## src/hdl/alhc_pkg.sv

```systemverilog
// Package for the aging LFU handle cache: widths, register indexes and item types.
// Depends on nothing; alhc_eval, the top level and the testbench import it.
package alhc_pkg;

  // Fixed field widths.
  localparam int TAG_W      = 64;
  localparam int TIME_W     = 30;
  localparam int INC_W      = 16;
  localparam int SLOT_W     = 4;
  localparam int CFG_IDX_W  = 2;
  localparam int CFG_DATA_W = 32;

  // Defaults for the top-level parameters.
  localparam int DEF_ENTRIES    = 16;
  localparam int DEF_NAME_BYTES = 8;
  localparam int DEF_COUNT_BITS = 24;

  // Register reset values.
  localparam logic [TIME_W-1:0] DECAY_WINDOW_RST = 30'd1000000;
  localparam logic [INC_W-1:0]  HIT_INC_RST      = 16'd100;

  // Configuration register indexes.
  localparam logic [CFG_IDX_W-1:0] REG_DECAY_WINDOW = 2'd0;
  localparam logic [CFG_IDX_W-1:0] REG_HIT_INC      = 2'd1;

  // One request item.
  typedef struct packed {
    logic              req_type;
    logic [TAG_W-1:0]  key_tag;
    logic [TAG_W-1:0]  file_tag;
    logic [TIME_W-1:0] time_now_ns;
  } in_item_t;

  // One result item.
  typedef struct packed {
    logic              hit;
    logic [SLOT_W-1:0] slot;
    logic              evicted;
    logic [TAG_W-1:0]  evicted_key_tag;
    logic [TAG_W-1:0]  evicted_file_tag;
  } out_item_t;

endpackage

```

## src/hdl/alhc_eval.sv

```systemverilog
// Shared entry update unit: ages one entry, checks its tags and applies a hit.
// Depends on alhc_pkg for the field widths.
module alhc_eval #(
  parameter int COUNT_BITS = 24
) (
  input  logic [COUNT_BITS-1:0]       entry_count,
  input  logic [alhc_pkg::TIME_W-1:0] entry_time,
  input  logic [alhc_pkg::TAG_W-1:0]  entry_key,
  input  logic [alhc_pkg::TAG_W-1:0]  entry_file,
  input  logic [alhc_pkg::TAG_W-1:0]  req_key,
  input  logic [alhc_pkg::TAG_W-1:0]  req_file,
  input  logic [alhc_pkg::TIME_W-1:0] now,
  input  logic [alhc_pkg::TIME_W-1:0] window,
  input  logic [alhc_pkg::INC_W-1:0]  inc,
  input  logic                        hit_seen,
  output logic                        match,
  output logic [COUNT_BITS-1:0]       new_count,
  output logic [alhc_pkg::TIME_W-1:0] new_time,
  output logic [COUNT_BITS-1:0]       init_count
);
  import alhc_pkg::*;

  localparam int SUM_W = ((COUNT_BITS > INC_W) ? COUNT_BITS : INC_W) + 1;
  localparam logic [SUM_W-1:0] COUNT_MAX = SUM_W'({COUNT_BITS{1'b1}});

  logic signed [TIME_W:0] diff;
  logic                   aged;
  logic [COUNT_BITS-1:0]  aged_count;
  logic [SUM_W-1:0]       sum;
  logic [COUNT_BITS-1:0]  sat_count;
  logic [SUM_W-1:0]       init_ext;

  // Ageing: a signed idle time beyond the window takes one off a nonzero count.
  assign diff       = $signed({1'b0, now}) - $signed({1'b0, entry_time});
  assign aged       = (diff > $signed({1'b0, window})) && (entry_count != '0);
  assign aged_count = entry_count - COUNT_BITS'(aged);

  // Only the first matching entry of a walk counts as the hit.
  assign match = (entry_key == req_key) && (entry_file == req_file) && !hit_seen;

  // Saturating add of the increment.
  assign sum       = SUM_W'(aged_count) + SUM_W'(inc);
  assign sat_count = (sum > COUNT_MAX) ? COUNT_MAX[COUNT_BITS-1:0] : sum[COUNT_BITS-1:0];

  assign new_count = match ? sat_count : aged_count;
  assign new_time  = match ? now : entry_time;

  // Starting count of a newly placed entry.
  assign init_ext   = SUM_W'(inc);
  assign init_count = (init_ext > COUNT_MAX) ? COUNT_MAX[COUNT_BITS-1:0]
                                             : init_ext[COUNT_BITS-1:0];

endmodule

```

## config.mk

```make
export PLATFORM = sky130hd
export DESIGN_NAME = alhc_eval
export DESIGN_NICKNAME = d
export VERILOG_FILES = /design/src/hdl/alhc_pkg.sv /design/src/hdl/alhc_eval.sv
export SDC_FILE = /design/constraint.sdc
export NUM_CORES = 1
export LEC_CHECK = 0
export CORE_AREA = 2 2 179 181
export DETAILED_ROUTE_END_ITERATION = 8
export DIE_AREA = 0 0 181 183
export DONT_BUFFER_PORTS = 1
export SYNTH_ARGS = -nofsm -noshare
export SYNTH_HDL_FRONTEND = slang
export SYNTH_SLANG_ARGS = --single-unit
```

## constraint.sdc

```tcl
create_clock -name vclk -period 10.3
set_input_delay 1.03 -clock vclk [all_inputs]
set_output_delay 1.03 -clock vclk [all_outputs]
set_load 0.01 [all_outputs]
```

# After elaboration in Yosys (flattened, before gate mapping)
# Cells that the tools add are included.
totals:
  inputBits: 387
  ff_bits: 0
  output_inout_bits: 79
  elab_cells: 17
classes:
  n_addsub: 3
  mux: 4
  n_reduce_logical: 5
  order_cmp: 3
  eq_ne: 2
ops:
  columns: ["operator", "count"]
  rows:
  - ["$eq 64x64->1", 2]
  - ["$mux 24", 3]
  - ["$gt 31x31->1", 1]
  - ["$sub 30x30->31", 1]
  - ["$mux 30", 1]
  - ["$add 24x16->25", 1]
  - ["$gt 25x24->1 const B", 1]
  - ["$gt 16x24->1 const B", 1]
  - ["$reduce_bool 24->1", 1]
  - ["$sub 24x1->24", 1]
  - ["$logic_and 1x1->1", 3]
  - ["$logic_not 1->1", 1]

# Longest topological paths before layout
# Gate-level depths: netlist of run 1.
logic_depth:
  ltp_word: 8
  mapped_depth: 37
  ltp_nobuf: 35

# Least setup slack after synthesis of run 1
# OpenSTA, ideal clock, no wires.
synth_path:
  kind: "input-to-output"
  start: "input now[0] in the netlist's numbering"
  end: "output new_count[15]"
  arrival_time_ps: 7632
  required_ps: 9270
  cell_stages: 33
  setup_slack_ps: 1638
  n_path_buf: 1
  path_cell_list: "inv_1 > ha_1 > fa_1 > nor2b_1 > o31ai_1 > a2111oi_0 > o21ai_0 > a21boi_0 > o31a_1 > o21a_1 > o21a_1 > o211ai_1 > ha_1 > nand4_1 > o21ai_0 > a21oi_1 > o31a_1 > nor3_1 > ha_1 > ha_1 > or3b_2 > clkbuf_1 > xnor2_1 > ha_1 > o21a_1 > o31a_1 > o221ai_1 > o21ai_0 > o41a_1 > a211oi_1 > or3_4 > o21ai_0 > mux2_2"
synth_via:
  elab_chain_len: 8
synth_lines:
  columns: ["item", "line_no", "text"]
  rows:
  - ["start: declaration", "alhc_eval.sv:12", "input logic [alhc_pkg::TIME_W-1:0] now,"]
  - ["$sub 30x30->31 (*)", "alhc_eval.sv:34", "assign diff = $signed({1'b0, now}) - $signed({1'b0, entry_time});"]
  - ["$gt 31x31->1 (*)", "alhc_eval.sv:35", "assign aged = (diff > $signed({1'b0, window})) && (entry_count != '0);"]
  - ["$logic_and 1x1->1 (*)", "alhc_eval.sv:35", null]
  - ["$sub 24x1->24 (*)", "alhc_eval.sv:36", "assign aged_count = entry_count - COUNT_BITS'(aged);"]
  - ["$add 24x16->25", "alhc_eval.sv:42", "assign sum = SUM_W'(aged_count) + SUM_W'(inc);"]
  - ["$gt 25x24->1", "alhc_eval.sv:43", "assign sat_count = (sum > COUNT_MAX) ? COUNT_MAX[COUNT_BITS-1:0] : sum[COUNT_BITS-1:0];"]
  - ["$mux 24", "alhc_eval.sv:43", null]
  - ["$mux 24 (*)", "alhc_eval.sv:45", "assign new_count = match ? sat_count : aged_count;"]
  - ["end: declaration", "alhc_eval.sv:17", "output logic [COUNT_BITS-1:0] new_count,"]
# Every way passes the cells marked *; elsewhere a longest branch is shown, timed or not.

# Worst setup path in the final report of run 1
layout_path:
  start: "input now[0] in the netlist's numbering"
  end: "output new_count[17]"
# Same word-level chain as after synthesis.

==> results of run 1 <==
[logic make-up (layout without fill, tap and decap cells)]
kind of cell	Yosys count	in the layout	share of synthesized area, %
AO/OA/AOI/OAI	256	256	28.51
XOR/XNOR	112	112	16.32
adder cells (fa/ha/maj)	80	80	16.90
buffers and inverters	184	152	13.32
multiplexers	6	6	1.061
other	1	12	0.06238
AND/OR/NAND/NOR	272	272	23.83
[worst min-delay path by stage]
stage               startpoint        endpoint  slack (ns)  cells past startpoint
CTS                     inc[0]   init_count[0]        2.06                      0
finish                 inc[11]  init_count[11]        2.06                      0
global placement        inc[0]   init_count[0]        2.06                      0
floorplan               inc[0]   init_count[0]        2.15                      1
detailed placement      inc[0]   init_count[0]        2.06                      0
global route           inc[11]  init_count[11]        2.06                      0
[placed cells by master, fill, tap and decap left out, types with 14 or more instances in the layout]
master and n:
inv_1 141, ha_1 78, xnor2_1 69, nand2_1 61, o21ai_0 59, nor2_1 56, xor2_1 43, a21oi_1 39
a21o_1 22, nor2b_1 22, o22ai_1 22, nor3_1 21, nor4_1 21, nand4_1 21, o21a_1 19, nand2b_1 18
nand3_1 14
[final cells by class]
class / instances / share of cell area [%]
multi-input cells: 734 / 82.46
inverters: 141 / 8.252
diodes: 4 / 0.1561
well taps: 402 / 7.842
repair buffers: 11 / 1.288
[routing by layer]
metal	vias to the layer above	routed length [µm]	GRT usage, %
met5	-	13	0
met4	2	253	0.9756
met3	16	3541	6.017
met2	394	16090	34.65
met1	3057	13680	23.59
li1	3162	-	-
[report_power, final]
| group | switching (mW) | leakage [nW] | internal [mW] |
|---|---|---|---|
| logic | 0.177 | 2.82 | 0.142 |
| clock network | 0 | 0.0000254 | 0.0000000531 |
| registers | 0 | 0 | 0 |
| total | 0.177 | 2.82 | 0.142 |
==> results.cfg, run 1 <==
[setup_path]
path_buf_inv = 4
cp_top_family = compound AO/OA/AOI/OAI gates
crit_path_frequent_cell = ha_1
crit_fanout = 6
worst-path-stages = 36
crit_path_end_kind = output port
cp-endpoint = new_count[17]
path_class = input port to output port
crit_arrival_ns = 8.46
startpoint_type = input port
slowest_stage = or3b_2
crit_start = now[0]
max_stage_delay_ns = 0.56
critPathRequiredTime_ns = 9.27

[timing]
fmax_mhz = 105.4
fin_ws_ns = 0.8148
finalCriticalPeriod_ns = 9.485
hold_viol_final = 0
slew_viol_final = 0
worst_pin_slew_ns = 0.9399
setup_viol = 0
slew_headroom_pct = 36.76
min_period_over_period_pct = 92.09
fin_hold_ws_ns = 2.060
rsz0062_at_grt = false
tns_ns = 0

[finish]
final_util_pct = 20.54
fillers = 3572
fin_cells = 1292
drive_above_1_share_pct = 3.837
seq_cells = 0
fin_area_mm2 = 0.006414
clkbuf_count = 0
fin_nets = 1355
register_area_um2 = 0
syn_to_final_growth_pct = 6.681
multi_input_area_mm2 = 0.005289

[yosys]
synthDominantCellAreaShare_pct = 16.23
ys_types = 66
yosysMostFrequentCell = inv_1
yosys.area.top_type = ha_1
synthTopCellsByArea = ha_1 (16%), xnor2_1 (10%), inv_1 (8.8%), xor2_1 (6.3%), o21ai_0 (5.0%)
synthTopCellsByCount = inv_1 (141), ha_1 (78), xnor2_1 (69), nand2_1 (61), o21ai_0 (60)
avgSynthCellArea_um2 = 6.599
syn-cell-area_mm2 = 0.006012
ys_seq_area_share_pct = 0
yosysWarnings = 0
synthCells = 911

[drt]
final_antenna_net_count = 0
wire_per_inst_um = 25.99
dr_total_vias = 6631
drt-pass1-iter-count = 5
drt_first_iter_violations = 425
wl_um = 33580
vias_per_cell = 5.132
drc = 0

[place]
dpl.cell_count = 1288
gp_congestion = 0.9754
placed_area_mm2 = 0.006359
pre_cts_ws_ns = 0.3082
io_buffers = 0
dp_hpwl_um = 31590

[die]
initial_core_util_pct = 19.25
row_count = 65
io_pins = 466
fp.dieArea_mm2 = 0.03312
die_w_um = 181
core_mm2 = 0.03123
fp.dieH_um = 183

[pwr]
power.density_mw_per_mm2 = 49.83
power_mw = 0.3196
p_leak_nw = 2.817
ir_drop_mv = 0.01355

[clocking]
ctsResizeCount = 0
ctsHoldBuffers = 0
cts_setup_buffers = 0

[global_route]
grt_max_degree = 54
grt_usage_pct = 19.26
grt_pass1_wl_um = 46670
grt_pass1_vias = 6518
antenna_found_initial = 4
gr-total-overflow = 0

[status]
status = finished clean

[run]
cap_violations = 0

[worst_hold_path]
hold_class = input port to output port
(Power assumes the default switching activity.)
==> run 2: changes to the inputs <==
--- a/config.mk
+++ b/config.mk
@@ -9,6 +9,7 @@
 export DETAILED_ROUTE_END_ITERATION = 8
 export DIE_AREA = 0 0 181 183
 export DONT_BUFFER_PORTS = 1
+export REMOVE_ABC_BUFFERS = 1
 export SYNTH_ARGS = -nofsm -noshare
 export SYNTH_HDL_FRONTEND = slang
 export SYNTH_SLANG_ARGS = --single-unit
==> run 2 against run 1 <==
Against the previous run:
- sequential share of layout area unchanged
- via count up 1.3%
- highest routed layer is now met4
- first-iteration DRC count up 0.47%
==> results.cfg, run 2 (synthesis gave the netlist of run 1 again) <==
[setup_path]
max_stage_delay_ns = 0.54
crit_path_frequent_cell = ha_1
crit_arrival_ns = 8.52
crit_path_end_kind = output port
crit_fanout = 14
critPathRequiredTime_ns = 9.27
startpoint_type = input port
slowest_stage = or3b_2
path_class = input port to output port

[pwr]
p_comb_share_pct = 100.0
p_leak_nw = 2.813
power.density_mw_per_mm2 = 50.13
ir_drop_mv = 0.01180
p_int_mw = 0.1441
switching_share_pct = 55.13
power_frac_seq_pct = 0
power_mw = 0.3212
clkPwrFrac_pct = 0
power_switching_mw = 0.1771

[finish]
fin_nets = 1355
fillers = 3556
final_util_pct = 20.51
final_cell_mix = inv_1 (141), ha_1 (78), xnor2_1 (69)
multi_input_area_mm2 = 0.005284
fin_area_mm2 = 0.006406
clkbuf_count = 0
register_area_um2 = 0
syn_to_final_growth_pct = 6.556
drive_above_1_share_pct = 3.725
final_common_cell = inv_1
seq_cells = 0
fin_cells = 1291

[timing]
tns_ns = 0
hold_viol_final = 0
min_period_over_period_pct = 92.73
fin_hold_ws_ns = 2.060
worst_pin_slew_ns = 0.7576
finalCriticalPeriod_ns = 9.551
slew_viol_final = 0
rsz0062_at_grt = false
fin_ws_ns = 0.7490
slew_headroom_pct = 49.03
fmax_mhz = 104.7
setup_viol = 0

[drt]
final_antenna_net_count = 0
wl_um = 33730
dr_total_vias = 6719
drt-pass1-iter-count = 5
wire_per_inst_um = 26.13
drt_first_iter_violations = 427
drc = 0
vias_per_cell = 5.204

[global_route]
grt_pass1_wl_um = 46130
grt_use_met3_pct = 7.883
grt_pass1_vias = 6650
grtUsageMet1_pct = 17.95
grt_max_degree = 65
grt_use_met2_pct = 38.57
grt_usage_pct = 19.12
grt_busiest_layer = met2
antenna_found_initial = 3
gr-total-overflow = 0

[clocking]
ctsResizeCount = 0
ctsHoldBuffers = 0
cts_setup_buffers = 0

[die]
core_mm2 = 0.03123
fp.dieH_um = 183
die_w_um = 181
row_count = 65
io_pins = 466
initial_core_util_pct = 19.25
fp.dieArea_mm2 = 0.03312

[place]
placed_area_mm2 = 0.006359
dpl.cell_count = 1288
pre_cts_ws_ns = 0.3361
gp_congestion = 0.9942
io_buffers = 0
dp_hpwl_um = 31430

[status]
status = finished clean

[run]
cap_violations = 0

[worst_hold_path]
hold_class = input port to output port
run 2: final cells by class:
| cell class | count | share of cell area, % |
|---|---|---|
| antenna | 3 | 0.1172 |
| inverter | 141 | 8.262 |
| multi-input combinational | 734 | 82.48 |
| tap | 402 | 7.852 |
| timing repair buffer | 11 | 1.289 |
run 2: path summary, 6_finish.rpt:
path	depth (start not counted)	slack [ns]	start	to
max	33	0.75	now[0]	new_count[7]
min	0	2.06	inc[1]	init_count[1]
run 2: worst max-delay path: cells and delay by family:
family | cells | cell delay [ns]
compound gates | 18 | 3.72
fa+ha+maj | 6 | 1.66
simple gates | 5 | 1.39
buf+inv | 3 | 0.43
xor+xnor | 1 | 0.25
run 2: layer usage:
layer	up-vias	routed length (µm)
met2	403	17870
met1	3128	11240
li1	3162	-
met3	26	3951
met4	0	671
met5	-	0
run 2: power by group through the flow:
stage,combinational (mW),sequential (mW),clock [mW]
after floorplan,0.243,0,0
after global placement,0.312,0,0
after detailed placement,0.316,0,0
after CTS,0.318,0,0
after global routing,0.361,0,0.0000000260
final,0.321,0,0.0000000392
